### config.mk
export PLATFORM = sky130hd
export DESIGN_NAME = aits_gain_cell
export DESIGN_NICKNAME = d
export VERILOG_FILES = /design/src/design/aits_pkg.sv /design/src/design/aits_gain_cell.sv
export SDC_FILE = /design/constraint.sdc
export NUM_CORES = 1
export LEC_CHECK = 0
export ABC_AREA = 1
export BUFFER_PORTS_ARGS = -buffer_cell sky130_fd_sc_hd__buf_2
export CORE_AREA = 4 4 150 152
export CTS_CLUSTER_SIZE = 16
export DETAILED_ROUTE_END_ITERATION = 10
export DIE_AREA = 0 0 154 156
export PLACE_DENSITY = 0.58
export RECOVER_POWER = 100
export SLEW_MARGIN = 20
export SYNTH_ARGS = -nofsm -noshare
export SYNTH_HDL_FRONTEND = slang
export SYNTH_SLANG_ARGS = --single-unit
### constraint.sdc
create_clock -name clock -period 1.38 [get_ports clock]
set_input_delay 0.138 -clock clock [delete_from_list [all_inputs] [get_ports clock]]
set_output_delay 0.138 -clock clock [all_outputs]
set_load 0.01 [all_outputs]
### src/design/aits_pkg.sv
// ----------------------------------------------------------------------------
// aits_pkg
// Shared widths, codes and item types of the two-point analog input scaler.
// ----------------------------------------------------------------------------
`default_nettype none

package aits_pkg;

   localparam int SAMPLE_W   = 29;
   localparam int MV_W       = 15;
   localparam int RATIO_W    = 11;
   localparam int DZ_W       = 14;
   localparam int OUT_W      = 32;
   localparam int REGION_W   = 2;
   localparam int CSR_IDX_W  = 3;
   localparam int CSR_DATA_W = 15;
   localparam int FRAC_W     = 24;

   // gain divider: |dratio|*2^24 by |dmv|
   localparam int GQ_W = RATIO_W + FRAC_W;
   localparam int GR_W = MV_W + 1;
   // offset divide by 1000: |y1 - high_mv*gain| < 2^46, taken as
   // ((x >> 3) * RCP_125) >> 50, one 11-bit digit of RCP_125 per cell
   localparam int OQ_W      = 46;
   localparam int ON_W      = OQ_W - 3;
   localparam int RC_W      = 11;
   localparam int OFS_CELLS = 4;
   localparam int OA_W      = ON_W + RC_W + 1;
   localparam int OFS_SHIFT = 50 - OFS_CELLS * RC_W;
   localparam logic [OFS_CELLS*RC_W-1:0] RCP_125 = 44'd9007199254741;
   localparam int DIFF_W = OQ_W + 2;

   localparam int MV_PER_V    = 1000;
   localparam int RATIO_STEP  = 16777;
   localparam int DEAD_STEP   = 1677;

   localparam int PROD_W = OUT_W + SAMPLE_W;
   localparam int MVP_W  = SAMPLE_W + 11;
   localparam int MVQ_W  = MVP_W - FRAC_W;
   localparam int DZL_W  = DZ_W + 11;

   localparam int LATENCY = GQ_W + OFS_CELLS + 4;

   typedef enum logic [CSR_IDX_W-1:0] {
      CSR_LOW_MV     = 3'd0,
      CSR_LOW_RATIO  = 3'd1,
      CSR_HIGH_MV    = 3'd2,
      CSR_HIGH_RATIO = 3'd3,
      CSR_DEAD_ZONE  = 3'd4
   } csr_idx_type;

   typedef enum logic [REGION_W-1:0] {
      REGION_LINEAR = 2'd0,
      REGION_HIGH   = 2'd1,
      REGION_LOW    = 2'd2,
      REGION_DEAD   = 2'd3
   } region_type;

   typedef struct packed {
      logic signed [SAMPLE_W-1:0] sample;
      logic signed [MV_W-1:0]     low_mv;
      logic signed [RATIO_W-1:0]  low_ratio;
      logic signed [MV_W-1:0]     high_mv;
      logic signed [RATIO_W-1:0]  high_ratio;
      logic [DZ_W-1:0]            dead_zone;
      logic signed [OUT_W-1:0]    gain;
   } ctx_type;

   typedef struct packed {
      logic [GR_W-1:0] rem;
      logic [GQ_W-1:0] qn;
      logic [GR_W-1:0] dv;
      logic            neg;
   } gdiv_type;

   typedef struct packed {
      logic [OA_W-1:0] acc;
      logic [ON_W-1:0] n;
      logic            neg;
   } odiv_type;

endpackage

`default_nettype wire

### src/design/aits_gain_cell.sv
// ----------------------------------------------------------------------------
// aits_gain_cell
// One restoring step of the gain divider; carries the beat's context along.
// ----------------------------------------------------------------------------
`default_nettype none

module aits_gain_cell
   import aits_pkg::*;
(
   input  wire logic     clock,
   input  wire logic     reset,
   input  wire logic     valid_i,
   input  wire ctx_type  ctx_i,
   input  wire gdiv_type div_i,
   output logic          valid_o,
   output ctx_type       ctx_o,
   output gdiv_type      div_o
);

   logic                valid_ff;
   ctx_type             ctx_ff;
   gdiv_type            div_ff;
   gdiv_type            div_in;
   logic [GR_W:0]       trial;
   logic [GR_W:0]       diff;

   always_comb begin
      trial  = {div_i.rem, div_i.qn[GQ_W-1]};
      diff   = trial - {1'b0, div_i.dv};
      div_in = div_i;
      if (trial >= {1'b0, div_i.dv}) begin
         div_in.rem = diff[GR_W-1:0];
         div_in.qn  = {div_i.qn[GQ_W-2:0], 1'b1};
      end else begin
         div_in.rem = trial[GR_W-1:0];
         div_in.qn  = {div_i.qn[GQ_W-2:0], 1'b0};
      end
   end

   always_ff @(posedge clock) begin
      if (reset) begin
         valid_ff <= 1'b0;
      end else begin
         valid_ff <= valid_i;
      end
   end

   always_ff @(posedge clock) begin
      ctx_ff <= ctx_i;
      div_ff <= div_in;
   end

   assign valid_o = valid_ff;
   assign ctx_o   = ctx_ff;
   assign div_o   = div_ff;

endmodule

`default_nettype wire

==> impl_metrics.py <==
metrics = {
    "setup_path": {
        "arrival_ps": 1540,
        "path_max_fanout": 3,
        "crit_path_start_kind": "primary input",
        "setup.worst_path.end_class": "register",
        "critical_path_class": "in -> reg",
        "worst_ep_required_time_ps": 1690,
    },
    "placement": {
        "hpwlAfterDp_mm": 15.9,
        "routabilityCongestion": 0.853,
        "port_buffers": 393,
    },
    "final_layout": {
        "final_core_util_pct": 49.2,
        "layout_commonest_cell": "clkbuf_1",
        "syn_to_final_growth_pct": 96.4,
        "final_cell_mix": "clkbuf_1, dfxtp_1, dlygate4sd3_1",
        "drive_gt1_share_pct": 26.0,
        "finalNetCount": 1326,
    },
    "clock_tree": {
        "post-cts-setup-buffer-count": 0,
        "cts_tree": "yes",
        "cts_buffers": 17,
        "root_buffer": "clkbuf_16",
        "clkTransAtPathRegs_ps": 80,
        "cts.sinks": 196,
        "cts_buffer_depth": 2,
        "cts_max_level": 4,
    },
    "floorplanning": {
        "fp.dieH_um": 156,
        "die_w_um": 154,
        "die_area_um2": 24000,
        "initial_core_util_pct": 25.1,
        "ios": 394,
        "core_um2": 21000,
        "rows": 53,
    },
    "drt": {
        "drc": 0,
        "wl_mm": 22.2,
        "vias_per_cell": 3.87,
        "drtPass1Iterations": 4,
        "wl_per_cell_um": 15.8,
        "drtAntennaViolNets": 0,
        "drtIter0Drc": 246,
        "num_vias": 5420,
    },
    "pwr": {
        "netSwitchingFraction_pct": 27.6,
        "p_total_w": 0.0133,
        "cellPowerDensity_nw_per_um2": 1290,
        "p_int_w": 0.00965,
        "power_leakage_nw": 4.88,
        "p_seq_share_pct": 46.0,
        "peakVddDrop_uv": 694,
        "comb_power_share_pct": 15.7,
        "clkPwrFrac_pct": 38.4,
        "p_switching_w": 0.00368,
    },
    "synthesis": {
        "ys_ff_latch": 196,
        "ys_types": 24,
        "ys_seq_area_share_pct": 74.5,
        "synthCells": 468,
        "syn_area_per_cell_um2": 11.3,
        "synthesis.area_um2": 5270,
        "synth_nets": 683,
        "yosysWarnings": 0,
    },
    "timing": {
        "hold_viol_final": 0,
        "rsz0062_at_grt": "false",
        "layout_min_cycle_time_ps": 1230,
        "tightestPinTransition_ps": 368,
        "timing.final.crit_share_pct": 88.8,
        "slew_viol_final": 0,
        "final-setup-viol-count": 0,
        "clock.fmax_mhz": 816,
        "relSlewSlack_pct": 75.6,
    },
    "global_routing": {
        "antenna_found_initial": 1,
        "grt_overflow_total": 0,
        "grt_pass1_vias": 5809,
        "grt_pass1_wl_mm": 32.6,
        "grt_start_max_net_pins": 23,
        "track_usage_pct": 17.6,
    },
    "min_path": {
        "min_path_cells": 4,
        "hp-class": "in -> reg",
    },
    "status": {
        "outcome": "finished clean",
    },
    "job": {
        "cap_violations": 0,
    },
}
## stage by stage
step | area (um2) | cells | worst slack [ps] | TNS, ps | hold WS (ps)
2_1_floorplan | 5460 | 468 | 3.16 | 0 | 166
3_5_place_dp | 8050 | 1174 | -299 | -4210 | 242
3_3_place_gp | 8050 | 1174 | -259 | -3920 | 240
5_1_grt | 10300 | 1400 | 17.2 | 0 | 50.4
6_report | 10300 | 1401 | 154 | 0 | 44.0
4_1_cts | 10600 | 1399 | 165 | 0 | 23.8
## worst max-delay path, stage by stage
cell      delay (ps)
clkbuf_1          90
ha_1             230
fa_2             380
o21bai_1         280
nand2_1          130
nand3_1           90
nand2_1           50
nand3_1           90
nand2_1           60
## path summary, 6_finish.rpt
| path | start | endpoint | slack [ps] |
|---|---|---|---|
| hold / removal | div_i[61] | div_o[62] | 40 |
| setup / recovery | div_i[1] | div_o[64] | 150 |
## power groups by stage
stage	registers, W	clock network, W	logic (W)
4_1_cts	0.00611	0.00526	0.00221
3_5_place_dp	0.00624	0	0.00176
3_3_place_gp	0.00623	0	0.00174
2_1_floorplan	0.00645	0	0.000532
5_1_grt	0.00616	0.00548	0.00228
6_report	0.00613	0.00511	0.00209
## routing by layer
| metal | share of wire (%) | track usage, % |
|---|---|---|
| met5 | 0 | 0 |
| met4 | 4.9 | 8.83 |
| met3 | 7.0 | 5.24 |
| met2 | 52 | 32.1 |
| met1 | 36 | 18.6 |
## cell families (layout without fill, tap and decap cells)
family,Yosys count,after routing,synth area share (%)
other,0,2,0
flip-flops,196,196,74.5
AND/OR/NAND/NOR,171,171,14.0
XOR/XNOR,6,6,0.997
AO/OA/AOI/OAI,12,12,1.19
adder cells (fa/ha/maj),17,17,4.18
buffers and inverters,66,722,5.18
## final cells by class
cell class | instances | area (um2)
clock inverters | 14 | 188
multi-input cells | 206 | 1260
inverters | 63 | 236
well taps | 275 | 344
diodes | 2 | 5.00
clock buffers | 18 | 439
repair buffers | 627 | 3960
fillers | 2008 | 10700
flip-flops and latches | 196 | 3920
## flip-flops by register name, indices dropped and copies added, names as in the netlist
| register | cells |
|---|---|
| div_o | 68 |
| valid_o | 1 |
| ctx_o | 127 |
## cell usage after synthesis (all sizes together)
| cell type | number | area share (%) |
|---|---|---|
| a21oi | 9 | 0.85 |
| and2 | 2 | 0.24 |
| buf | 3 | 0.69 |
| dfxtp | 196 | 74 |
| fa | 1 | 0.38 |
| ha | 16 | 3.8 |
| inv | 63 | 4.5 |
| nand2 | 124 | 9.0 |
| nand3 | 17 | 2.1 |
| nand3b | 3 | 0.43 |
| nand4 | 5 | 0.59 |
| nor2 | 18 | 1.4 |
| nor3 | 1 | 0.095 |
| o21ai | 2 | 0.19 |
| o21bai | 1 | 0.14 |
| or2 | 1 | 0.12 |
| xnor2 | 1 | 0.17 |
| xor2 | 5 | 0.83 |
## what timing repair did
action	4_1_cts	5_1_grt
endpoints found under the setup margin	0	5
hold endpoints to repair	192	0
hold buffers	193	0
gates resized for setup	0	2
Note: power is estimated with default switching activity, not from simulation.
