==> config.mk <==
export PLATFORM = sky130hd
export DESIGN_NAME = aits_ofs_cell
export DESIGN_NICKNAME = d
export VERILOG_FILES = /design/src/design/aits_pkg.sv /design/src/design/aits_ofs_cell.sv
export SDC_FILE = /design/constraint.sdc
export NUM_CORES = 1
export LEC_CHECK = 0
export BUFFER_PORTS_ARGS = -buffer_cell sky130_fd_sc_hd__buf_4
export CAP_MARGIN = 5
export CORE_ASPECT_RATIO = 1.2
export CORE_UTILIZATION = 56
export DETAILED_ROUTE_END_ITERATION = 16
export GPL_TIMING_DRIVEN = 0
export PLACE_DENSITY = 0.82
export SLEW_MARGIN = 10
export SYNTH_ARGS = -nofsm -noshare
export SYNTH_HDL_FRONTEND = slang
export SYNTH_SLANG_ARGS = --single-unit
==> constraint.sdc <==
create_clock -name clock -period 7.08 [get_ports clock]
set_input_delay 0.708 -clock clock [delete_from_list [all_inputs] [get_ports clock]]
set_output_delay 0.708 -clock clock [all_outputs]
set_load 0.02 [all_outputs]
==> src/design/aits_pkg.sv <==
// ----------------------------------------------------------------------------
// aits_pkg
// Shared widths, codes and item types of the two-point analog input scaler.
// ----------------------------------------------------------------------------
`default_nettype none

package aits_pkg;

   localparam int SAMPLE_W   = 29;
   localparam int MV_W       = 15;
   localparam int RATIO_W    = 11;
   localparam int DZ_W       = 14;
   localparam int OUT_W      = 32;
   localparam int REGION_W   = 2;
   localparam int CSR_IDX_W  = 3;
   localparam int CSR_DATA_W = 15;
   localparam int FRAC_W     = 24;

   // gain divider: |dratio|*2^24 by |dmv|
   localparam int GQ_W = RATIO_W + FRAC_W;
   localparam int GR_W = MV_W + 1;
   // offset divide by 1000: |y1 - high_mv*gain| < 2^46, taken as
   // ((x >> 3) * RCP_125) >> 50, one 11-bit digit of RCP_125 per cell
   localparam int OQ_W      = 46;
   localparam int ON_W      = OQ_W - 3;
   localparam int RC_W      = 11;
   localparam int OFS_CELLS = 4;
   localparam int OA_W      = ON_W + RC_W + 1;
   localparam int OFS_SHIFT = 50 - OFS_CELLS * RC_W;
   localparam logic [OFS_CELLS*RC_W-1:0] RCP_125 = 44'd9007199254741;
   localparam int DIFF_W = OQ_W + 2;

   localparam int MV_PER_V    = 1000;
   localparam int RATIO_STEP  = 16777;
   localparam int DEAD_STEP   = 1677;

   localparam int PROD_W = OUT_W + SAMPLE_W;
   localparam int MVP_W  = SAMPLE_W + 11;
   localparam int MVQ_W  = MVP_W - FRAC_W;
   localparam int DZL_W  = DZ_W + 11;

   localparam int LATENCY = GQ_W + OFS_CELLS + 4;

   typedef enum logic [CSR_IDX_W-1:0] {
      CSR_LOW_MV     = 3'd0,
      CSR_LOW_RATIO  = 3'd1,
      CSR_HIGH_MV    = 3'd2,
      CSR_HIGH_RATIO = 3'd3,
      CSR_DEAD_ZONE  = 3'd4
   } csr_idx_type;

   typedef enum logic [REGION_W-1:0] {
      REGION_LINEAR = 2'd0,
      REGION_HIGH   = 2'd1,
      REGION_LOW    = 2'd2,
      REGION_DEAD   = 2'd3
   } region_type;

   typedef struct packed {
      logic signed [SAMPLE_W-1:0] sample;
      logic signed [MV_W-1:0]     low_mv;
      logic signed [RATIO_W-1:0]  low_ratio;
      logic signed [MV_W-1:0]     high_mv;
      logic signed [RATIO_W-1:0]  high_ratio;
      logic [DZ_W-1:0]            dead_zone;
      logic signed [OUT_W-1:0]    gain;
   } ctx_type;

   typedef struct packed {
      logic [GR_W-1:0] rem;
      logic [GQ_W-1:0] qn;
      logic [GR_W-1:0] dv;
      logic            neg;
   } gdiv_type;

   typedef struct packed {
      logic [OA_W-1:0] acc;
      logic [ON_W-1:0] n;
      logic            neg;
   } odiv_type;

endpackage

`default_nettype wire

==> src/design/aits_ofs_cell.sv <==
// ----------------------------------------------------------------------------
// aits_ofs_cell
// One digit step of the reciprocal multiply that divides the offset by 1000.
// ----------------------------------------------------------------------------
`default_nettype none

module aits_ofs_cell
   import aits_pkg::*;
(
   input  wire logic            clock,
   input  wire logic            reset,
   input  wire logic            valid_i,
   input  wire ctx_type         ctx_i,
   input  wire odiv_type        div_i,
   input  wire logic [RC_W-1:0] rcp_i,
   output logic                 valid_o,
   output ctx_type              ctx_o,
   output odiv_type             div_o
);

   logic                   valid_ff;
   ctx_type                ctx_ff;
   odiv_type               div_ff;
   odiv_type               div_in;
   logic [ON_W+RC_W-1:0]   prod;
   logic [OA_W-1:0]        sum;

   // low digit first; bits below the digit are final and drop off
   always_comb begin
      prod       = (ON_W+RC_W)'(div_i.n) * (ON_W+RC_W)'(rcp_i);
      sum        = div_i.acc + OA_W'(prod);
      div_in     = div_i;
      div_in.acc = OA_W'(sum[OA_W-1:RC_W]);
   end

   always_ff @(posedge clock) begin
      if (reset) begin
         valid_ff <= 1'b0;
      end else begin
         valid_ff <= valid_i;
      end
   end

   always_ff @(posedge clock) begin
      ctx_ff <= ctx_i;
      div_ff <= div_in;
   end

   assign valid_o = valid_ff;
   assign ctx_o   = ctx_ff;
   assign div_o   = div_ff;

endmodule

`default_nettype wire
==> results.py, run 1 <==
metrics = {
    "status": {
        "outcome": "completed",
    },
    "min_path": {
        "min_to": "ctx_o[91]",
        "min-delay-path-class": "in -> reg",
        "whs_path_depth": 1,
        "min-delay-start": "ctx_i[91]",
    },
    "timing": {
        "fin_ws_ns": 0.140,
        "post-route-min-period_ns": 6.94,
        "maxSlewHeadroom_pct": 50.7,
        "post-route-period-util_pct": 98.0,
        "finalSetupViolations": 0,
        "tightest_slew_ns": 0.734,
        "clock.fmax_mhz": 144,
        "drv_slew": 0,
        "hold_slack_ns": 0.266,
        "hold_viol_final": 0,
    },
    "logic_synthesis": {
        "syn_area_per_cell_sq_um": 9.52,
        "ys_ff_latch": 216,
        "synth_edf_count": 0,
        "synth_flop_cell": "dfxtp_1",
        "yosys_warnings": 0,
        "ys_types": 57,
        "postSynthCellCount": 2154,
        "ys_seq_area_share_pct": 21.1,
        "synthArstFlopShare_pct": 0,
        "netlist_area_sq_um": 20500,
    },
    "global_routing": {
        "grt_pass1_vias": 17978,
        "antenna_found_initial": 0,
        "grt_max_degree": 16,
        "grt-ovfl-total": 0,
        "grt_first_pass_wirelength_um": 96600,
        "grt.total_usage_pct": 34.5,
    },
    "worst_setup_path": {
        "cp_num_buf_inv": 6,
        "start_kind": "primary input",
        "critPathKind": "in -> reg",
        "required_ns": 7.51,
        "crit_chain": "clkbuf_1 > clkbuf_1 > nand2_1 > fa_1 > fa_1 > inv_1 > fa_1 > fa_1 > inv_1 > fa_1 > inv_1 > ha_1 > a21oi_1 > o211ai_1 > nand2_1 > nand3_2 > o211ai_1 > buf_4 > nand3_1 > a21oi_1 > and2_1 > o31ai_1 > xnor2_1",
        "arrival_ns": 7.37,
        "critPathSlowestCell": "fa_1",
        "path_delay_family": "adder cells",
        "crit_fanout": 10,
        "slowest_delay_ns": 0.53,
        "end_kind": "flip-flop",
        "cp.depth": 23,
        "cpMostUsedCell": "fa_1",
    },
    "drt": {
        "postRouteAntennaNets": 0,
        "drtIter0Drc": 1021,
        "vias_per_cell": 5.19,
        "drtPass1Iterations": 5,
        "wl_per_cell_um": 20.0,
        "wl_um": 62400,
        "drc": 0,
        "vias": 16188,
    },
    "final_layout": {
        "nets": 3384,
        "seq_area_sq_um": 4320,
        "final_cell_mix": "inv_1, buf_4, fa_1, nand2_1, dfxtp_1",
        "final_common_cell": "inv_1",
        "multi_input_comb_area_sq_um": 13700,
        "drive_above_1_share_pct": 19.8,
        "areaGrowthSynthToFinish_pct": 23.4,
        "fill_cells": 2741,
    },
    "place": {
        "place_hpwl_um": 52900,
        "port_buffers": 447,
        "pre_cts_slack_ns": -0.503,
        "routabilityCongestion": 0.992,
    },
    "clock_tree": {
        "clk_pin_slew_ns": 0.06,
        "numClockSinks": 216,
        "cts_max_path_buffers": 3,
        "hold_buffers": 0,
        "cts-htree-levels": 1,
        "cts_tree": "yes",
        "root_buffer": "clkbuf_16",
        "numCtsBuffers": 22,
    },
    "power": {
        "leakage_nw": 13.2,
        "ir_worst_vdd_mv": 0.750,
        "power_density_nw_per_um2": 568,
    },
    "die": {
        "dieArea_sq_um": 37400,
        "dieHeight_um": 212,
        "io_pins": 467,
        "start_util_pct": 57.0,
        "rows": 76,
        "core_area_sq_um": 35900,
        "die_w_um": 177,
    },
    "run": {
        "cap_violations": 0,
    },
}
## cells by family (layout without fill, tap and decap cells)
| logic type | Yosys count | after routing | share of synthesized area [%] |
|---|---|---|---|
| flops | 216 | 216 | 21.1 |
| xor+xnor | 44 | 44 | 1.88 |
| simple gates | 588 | 588 | 13.2 |
| other cells | 1 | 13 | 0.0183 |
| buf+inv | 644 | 1132 | 12.1 |
| fa+ha+maj | 508 | 508 | 46.4 |
| compound gates | 152 | 152 | 5.24 |
| mux | 1 | 1 | 0.0488 |
## registers in the layout, summed over array words and instances (netlist names)
signal,count
ctx_o,127
div_o,88
valid_o,1
## through the flow
stage	TNS [ns]	utilization [%]	cells	instance area [sq um]	power [mW]
3_5_place_dp	-3.01	68.1	3079	24500	12.8
2_1_floorplan	0	-	2164	20500	9.78
5_1_grt	-0.00851	70.4	3120	25300	15.7
4_1_cts	0	70.3	3119	25300	14.2
6_report	0	70.4	3122	25300	14.4
3_3_place_gp	-2.23	68.1	3079	24500	12.6
## synth_stat cells, drive strengths merged, types with 2 or more instances
cell type	count	area [sq um]
xor2	17	149
a221oi	2	23.8
and2	134	838
a21oi	56	318
a221o	2	20.0
o41ai	3	60.1
a21o	31	240
a311oi	3	32.5
a21boi	2	15.0
inv	523	1960
clkbuf	104	390
nand3	17	90.1
o21ai	24	124
nor3	3	15.0
fa	421	8430
nand2	373	1400
a31oi	3	33.8
o211ai	4	30.0
o21bai	9	67.6
and3	8	50.1
dfxtp	216	4320
xnor2	27	236
nor2	17	63.8
nor2b	8	50.1
buf	17	134
ha	87	1090
nand4	14	93.8
o21a	5	37.5
o31ai	3	22.5
or3	3	18.8
nand2b	5	31.3
a211oi	2	20.0
## area by class of cell
class                      count  area share, %
sequential                   216           17.1
clock buffer                  27           2.37
clock inverter                13          0.821
buffer                       121           2.09
tap                          468           2.31
antenna                        2         0.0198
inverter                     523           7.76
timing repair buffer         448           13.3
multi-input combinational   1304           54.2
## timing repair
action                                  CTS  global route
endpoints found under the setup margin    0             9
resized for setup                         0             6
setup buffers                             0             1
## power by group
group | leakage, nW | internal (mW) | switching [mW]
logic | 11.0 | 4.48 | 6.95
clock network | 0.395 | 0.793 | 0.517
registers | 1.82 | 1.57 | 0.0659
total | 13.2 | 6.84 | 7.53
## routing by layer
metal	track usage (%)	wire (um)
met5	0	0
met4	16.6	3180
met3	10.3	6610
met2	61.9	31900
met1	36.7	20700
## how the worst max path moves through the flow
stage | from | end | slack, ns
after floorplan | rcp_i[2] | div_o[85] | 1.11
after global placement | rcp_i[2] | div_o[86] | -0.41
after detailed placement | rcp_i[2] | div_o[86] | -0.50
after CTS | rcp_i[2] | div_o[86] | 0.03
after global routing | rcp_i[3] | div_o[86] | -0.005
final | rcp_i[3] | div_o[86] | 0.14
Note: power is estimated with default switching activity, not from simulation.
==> inputs of run 2 (changes only) <==
--- a/config.mk
+++ b/config.mk
@@ -5,13 +5,13 @@
 export SDC_FILE = /design/constraint.sdc
 export NUM_CORES = 1
 export LEC_CHECK = 0
-export BUFFER_PORTS_ARGS = -buffer_cell sky130_fd_sc_hd__buf_4
 export CAP_MARGIN = 5
 export CORE_ASPECT_RATIO = 1.2
-export CORE_UTILIZATION = 56
+export CORE_UTILIZATION = 60
 export DETAILED_ROUTE_END_ITERATION = 16
+export DONT_BUFFER_PORTS = 1
 export GPL_TIMING_DRIVEN = 0
-export PLACE_DENSITY = 0.82
+export PLACE_DENSITY = 0.76
 export SLEW_MARGIN = 10
 export SYNTH_ARGS = -nofsm -noshare
 export SYNTH_HDL_FRONTEND = slang
==> run 2 against run 1 <==
Global-route usage is 0.079 points higher. Die area is 6.6% lower. Via count is 12% lower. Fmax is 1.6% higher. Cell area is 14% lower. Non-clock buffer count is 446 lower. First-iteration DRC count is 25% lower. Sequential share of layout area is 2.8 points higher. Count of clock-buffer cells in the layout is 2 higher. Cell count is 15% lower. Core utilization is 5.1 points lower. Highest routed layer is now met5.
==> results.py, run 2 (synthesis gave the netlist of run 1 again) <==
metrics = {
    "die": {
        "dieArea_sq_um": 34900,
        "die_w_um": 171,
        "core_area_sq_um": 33300,
        "dieHeight_um": 204,
        "rows": 73,
        "io_pins": 467,
        "start_util_pct": 61.5,
    },
    "drt": {
        "drtPass1Iterations": 5,
        "drc": 0,
        "vias": 14261,
        "drtIter0Drc": 764,
        "wl_um": 57500,
        "postRouteAntennaNets": 0,
        "vias_per_cell": 5.37,
        "wl_per_cell_um": 21.7,
    },
    "clock_tree": {
        "clk_pin_slew_ns": 0.06,
        "numCtsBuffers": 21,
        "cts-htree-levels": 1,
        "numClockSinks": 216,
        "cts_tree": "yes",
        "root_buffer": "clkbuf_16",
        "cts_max_path_buffers": 3,
    },
    "global_routing": {
        "grt_max_degree": 15,
        "grt.total_usage_pct": 34.6,
        "grt_first_pass_wirelength_um": 88900,
        "grt-ovfl-total": 0,
        "antenna_found_initial": 7,
        "grt_pass1_vias": 15542,
    },
    "worst_setup_path": {
        "cpMostUsedCell": "fa_1",
        "required_ns": 7.48,
        "crit_fanout": 10,
        "arrival_ns": 7.23,
        "critPathSlowestCell": "fa_1",
        "slowest_delay_ns": 0.53,
        "start_kind": "primary input",
        "crit_chain": "clkbuf_1 > clkbuf_1 > nand2_1 > fa_1 > fa_1 > inv_1 > fa_1 > fa_1 > inv_1 > fa_1 > inv_1 > ha_1 > nand2_1 > nor3_1 > o21ai_1 > nand3_2 > o211ai_1 > buf_4 > buf_4 > a311oi_1 > nand2b_1 > a41o_2 > mux2i_1 > a211oi_2",
        "critPathLaunch": "rcp_i[3]",
        "end_kind": "flip-flop",
        "critPathKind": "in -> reg",
    },
    "final_layout": {
        "final_cell_mix": "inv_1, fa_1, nand2_1, dfxtp_1, and2_1",
        "nets": 2937,
        "final_common_cell": "inv_1",
        "drive_above_1_share_pct": 3.27,
        "final_cell_count_no_fill": 2656,
        "largest_reg_flops": 127,
        "fin_area_sq_um": 21800,
        "areaGrowthSynthToFinish_pct": 6.21,
    },
    "timing": {
        "clock.fmax_mhz": 146,
        "drv_slew": 0,
        "maxSlewHeadroom_pct": 51.0,
        "tightest_slew_ns": 0.729,
        "finalSetupViolations": 0,
        "hold_viol_final": 0,
        "rsz0062_at_grt": "false",
        "post-route-min-period_ns": 6.83,
        "post-route-period-util_pct": 96.5,
    },
    "min_path": {
        "whs_path_depth": 0,
        "min-delay-start": "div_i[18]",
        "min_to": "div_o[18]",
        "min-delay-path-class": "in -> reg",
    },
    "place": {
        "place_hpwl_um": 49000,
        "dp.cells": 2614,
        "dpl_cell_area_sq_um": 21100,
        "routabilityCongestion": 0.969,
        "port_buffers": 0,
    },
    "status": {
        "outcome": "completed",
    },
    "run": {
        "cap_violations": 0,
    },
}
[run 2: layout make-up]
| type | instances | area, sq um |
|---|---|---|
| multi-input combinational | 1304 | 13700 |
| fill | 2721 | 11600 |
| sequential | 216 | 4320 |
| inverter | 523 | 1960 |
| clock buffer | 29 | 566 |
| tap | 450 | 563 |
| buffer | 121 | 529 |
| clock inverter | 7 | 72.6 |
| timing repair buffer | 2 | 15.0 |
| antenna | 4 | 10.0 |
[run 2: what timing repair did]
action                                  in CTS  in global routing
endpoints found under the setup margin       2                  8
gates resized for setup                      3                  4
hold buffers                                 0                  0
pin swaps                                    0                  1
buffers inserted                             0                  2
[run 2: how the worst max path moves through the flow]
| stage | end | slack, ns |
|---|---|---|
| global placement | div_o[86] | -0.53 |
| detailed placement | div_o[86] | -0.65 |
| floorplan | div_o[85] | 1.11 |
| finish | div_o[85] | 0.25 |
| CTS | div_o[86] | 0.07 |
| global route | div_o[85] | 0.002 |
[run 2: through the flow]
stage	utilization (%)	setup TNS, ns	hold slack [ns]	setup slack, ns
floorplan	-	0	0.736	1.11
global placement	63.3	-2.91	0.736	-0.529
detailed placement	63.3	-4.01	0.736	-0.650
CTS	65.2	0	0.176	0.0663
global route	65.3	0	0.179	0.00237
finish	65.3	0	0.198	0.251
[run 2: per-layer routing]
metal,up-vias,routed length (um),GRT usage [%]
met4,2,3560,19.6
met2,692,28500,59.0
met3,166,5740,10.1
met1,7141,19700,38.5
li1,6260,-,-
met5,-,9,0
[run 2: critical path: cells and delay by family]
family	cells	cell delay (ns)
fa+ha+maj	6	2.89
buf+inv	7	1.41
simple gates	5	1.06
compound gates	5	0.94
mux	1	0.23
Power of run 2 is not shown: default switching activity piles up to over one toggle a cycle in this logic, so the estimate is an artifact.
==> inputs of run 3 (changes only) <==
--- a/config.mk
+++ b/config.mk
@@ -7,11 +7,13 @@
 export LEC_CHECK = 0
 export CAP_MARGIN = 5
 export CORE_ASPECT_RATIO = 1.2
+export CORE_MARGIN = 2
 export CORE_UTILIZATION = 60
 export DETAILED_ROUTE_END_ITERATION = 16
 export DONT_BUFFER_PORTS = 1
 export GPL_TIMING_DRIVEN = 0
-export PLACE_DENSITY = 0.76
+export MAX_ROUTING_LAYER = met4
+export PLACE_DENSITY = 0.79
 export SLEW_MARGIN = 10
 export SYNTH_ARGS = -nofsm -noshare
 export SYNTH_HDL_FRONTEND = slang
==> constraint.sdc (replaced) <==
create_clock -name clock -period 6.2 [get_ports clock]
set_input_delay 0.62 -clock clock [delete_from_list [all_inputs] [get_ports clock]]
set_output_delay 0.62 -clock clock [all_outputs]
set_load 0.02 [all_outputs]
==> run 3 against run 2 <==
Flip-flop and latch count is the same. Count of clock-buffer cells in the layout shrank 5. Cell area grew 1.0%. Non-clock buffer count grew 2. Cell count grew 0.11%. Wire length grew 4.0%. First-iteration DRC count grew 9.7%. Hold slack lost 0.10 ns. Via count grew 0.87%. Critical path type unchanged.
==> results.py, run 3 (synthesis gave the netlist of run 1 again) <==
metrics = {
    "place": {
        "routabilityCongestion": 0.952,
        "port_buffers": 0,
        "place_hpwl_um": 50600,
    },
    "global_routing": {
        "grt_pass1_vias": 15897,
        "grt-ovfl-total": 0,
        "grt_max_degree": 17,
        "antenna_found_initial": 4,
        "grt_first_pass_wirelength_um": 92200,
        "grt.total_usage_pct": 35.6,
    },
    "worst_setup_path": {
        "critPathKind": "in -> reg",
        "start_kind": "primary input",
        "arrival_ns": 6.45,
        "critPathLaunch": "rcp_i[9]",
        "cp-endpoint": "div_o[80]",
        "end_kind": "flip-flop",
        "cpMostUsedCell": "fa_1",
        "crit_chain": "clkbuf_1 > and2_1 > fa_1 > fa_1 > fa_1 > fa_1 > inv_1 > fa_1 > inv_1 > ha_1 > nand2_2 > nor3_1 > o21ai_1 > nand3_2 > o21a_1 > a21o_4 > a31oi_4 > o41ai_2 > a221oi_2 > xnor2_1",
        "slowest_delay_ns": 0.53,
        "required_ns": 6.60,
        "critPathSlowestCell": "clkbuf_1",
        "crit_fanout": 10,
    },
    "drt": {
        "vias_per_cell": 5.41,
        "wl_met2_um": 30200,
        "postRouteAntennaNets": 0,
        "vias": 14385,
        "drc": 0,
        "drtPass1Iterations": 5,
        "routed-wl-met3_um": 5820,
        "wl_per_cell_um": 22.5,
        "met1_length_um": 20500,
        "routed.top_layer": "met4",
        "wl_um": 59800,
        "drtIter0Drc": 838,
    },
    "timing": {
        "post-route-period-util_pct": 97.6,
        "tightest_slew_ns": 0.730,
        "post-route-min-period_ns": 6.05,
        "maxSlewHeadroom_pct": 51.3,
        "finalSetupViolations": 0,
        "drv_slew": 0,
        "hold_viol_final": 0,
        "clock.fmax_mhz": 165,
    },
    "die": {
        "start_util_pct": 60.5,
        "core_area_sq_um": 33900,
        "dieHeight_um": 206,
        "dieArea_sq_um": 35700,
        "io_pins": 467,
        "rows": 74,
        "die_w_um": 173,
    },
    "final_layout": {
        "drive_above_1_share_pct": 5.63,
        "final_common_cell": "inv_1",
        "fill_cells": 2717,
        "fin_util_pct": 64.9,
        "final_cell_mix": "inv_1, fa_1, nand2_1, dfxtp_1, and2_1",
        "largest_reg_flops": 127,
        "areaGrowthSynthToFinish_pct": 7.27,
        "nets": 2939,
    },
    "status": {
        "outcome": "completed",
    },
    "clock_tree": {
        "root_buffer": "clkbuf_16",
        "numCtsBuffers": 21,
        "cts-htree-levels": 1,
        "cts_max_path_buffers": 3,
        "cts_tree": "yes",
        "clk_pin_slew_ns": 0.07,
        "numClockSinks": 216,
        "hold_buffers": 0,
    },
    "run": {
        "cap_violations": 0,
    },
    "min_path": {
        "min-delay-path-class": "in -> reg",
    },
}
[run 3: cell count changes in the layout (fill, tap and decap cells not counted), sizes merged]
cell / previous run / this run
inv: 525 / 527
clkinv: 2 / 3
clkbuf: 133 / 118
buf: 19 / 31
diode: 4 / 1
clkinvlp: 2 / 0
bufinv: 1 / 3
[run 3: layer usage]
metal | global-route usage [%] | vias to the layer above
met1 | 38.4 | 7228
met5 | - | -
met2 | 60.5 | 726
li1 | - | 6262
met3 | 10.3 | 169
met4 | 17.6 | 0
[run 3: worst max-delay path, delay by kind of cell]
family                     cells  cell delay [ns]
AOI/OAI and AO/OA              6             1.47
adders and majority gates      6             2.77
buffers and inverters          3             0.62
and+or+nand+nor                4             0.78
xor gates and xnor gates       1             0.17
[run 3: worst min-delay path by stage]
stage | from | cells past startpoint | slack, ns | endpoint
after floorplan | ctx_i[0] | 0 | 0.65 | ctx_o[0]
after global placement | ctx_i[72] | 0 | 0.65 | ctx_o[72]
after detailed placement | ctx_i[27] | 0 | 0.65 | ctx_o[27]
after CTS | div_i[19] | 0 | 0.08 | div_o[19]
after global routing | ctx_i[81] | 0 | 0.08 | ctx_o[81]
final | div_i[9] | 0 | 0.1 | div_o[9]
[run 3: final cells by class]
type	count	area (sq um)	share of cell area [%]
Buffer	121	629	2.86
Antenna cell	1	2.50	0.0114
Timing Repair Buffer	4	30.0	0.137
Tap cell	456	571	2.59
Sequential cell	216	4320	19.7
Inverter	523	1960	8.93
Clock inverter	10	150	0.683
Multi-Input combinational cell	1304	13800	62.6
Clock buffer	24	547	2.49
[run 3: repair_timing]
action | CTS | global route
pin swaps | 1 | 1
resized for setup | 35 | 76
buffers inserted | 2 | 2
endpoints found under the setup margin | 21 | 13
[run 3: stage by stage]
stage	std cells	TNS, ns	area [sq um]	worst slack (ns)	hold slack (ns)
after CTS	2656	0	21900	0.0158	0.0801
after global placement	2620	-20.24	21100	-1.28	0.648
final	2659	0	22000	0.149	0.0970
after detailed placement	2620	-23.16	21100	-1.36	0.648
after global routing	2659	-0.00343	22000	-0.00343	0.0794
after floorplan	2164	0	20500	0.318	0.648
Power of run 3 is left out for the same reason.
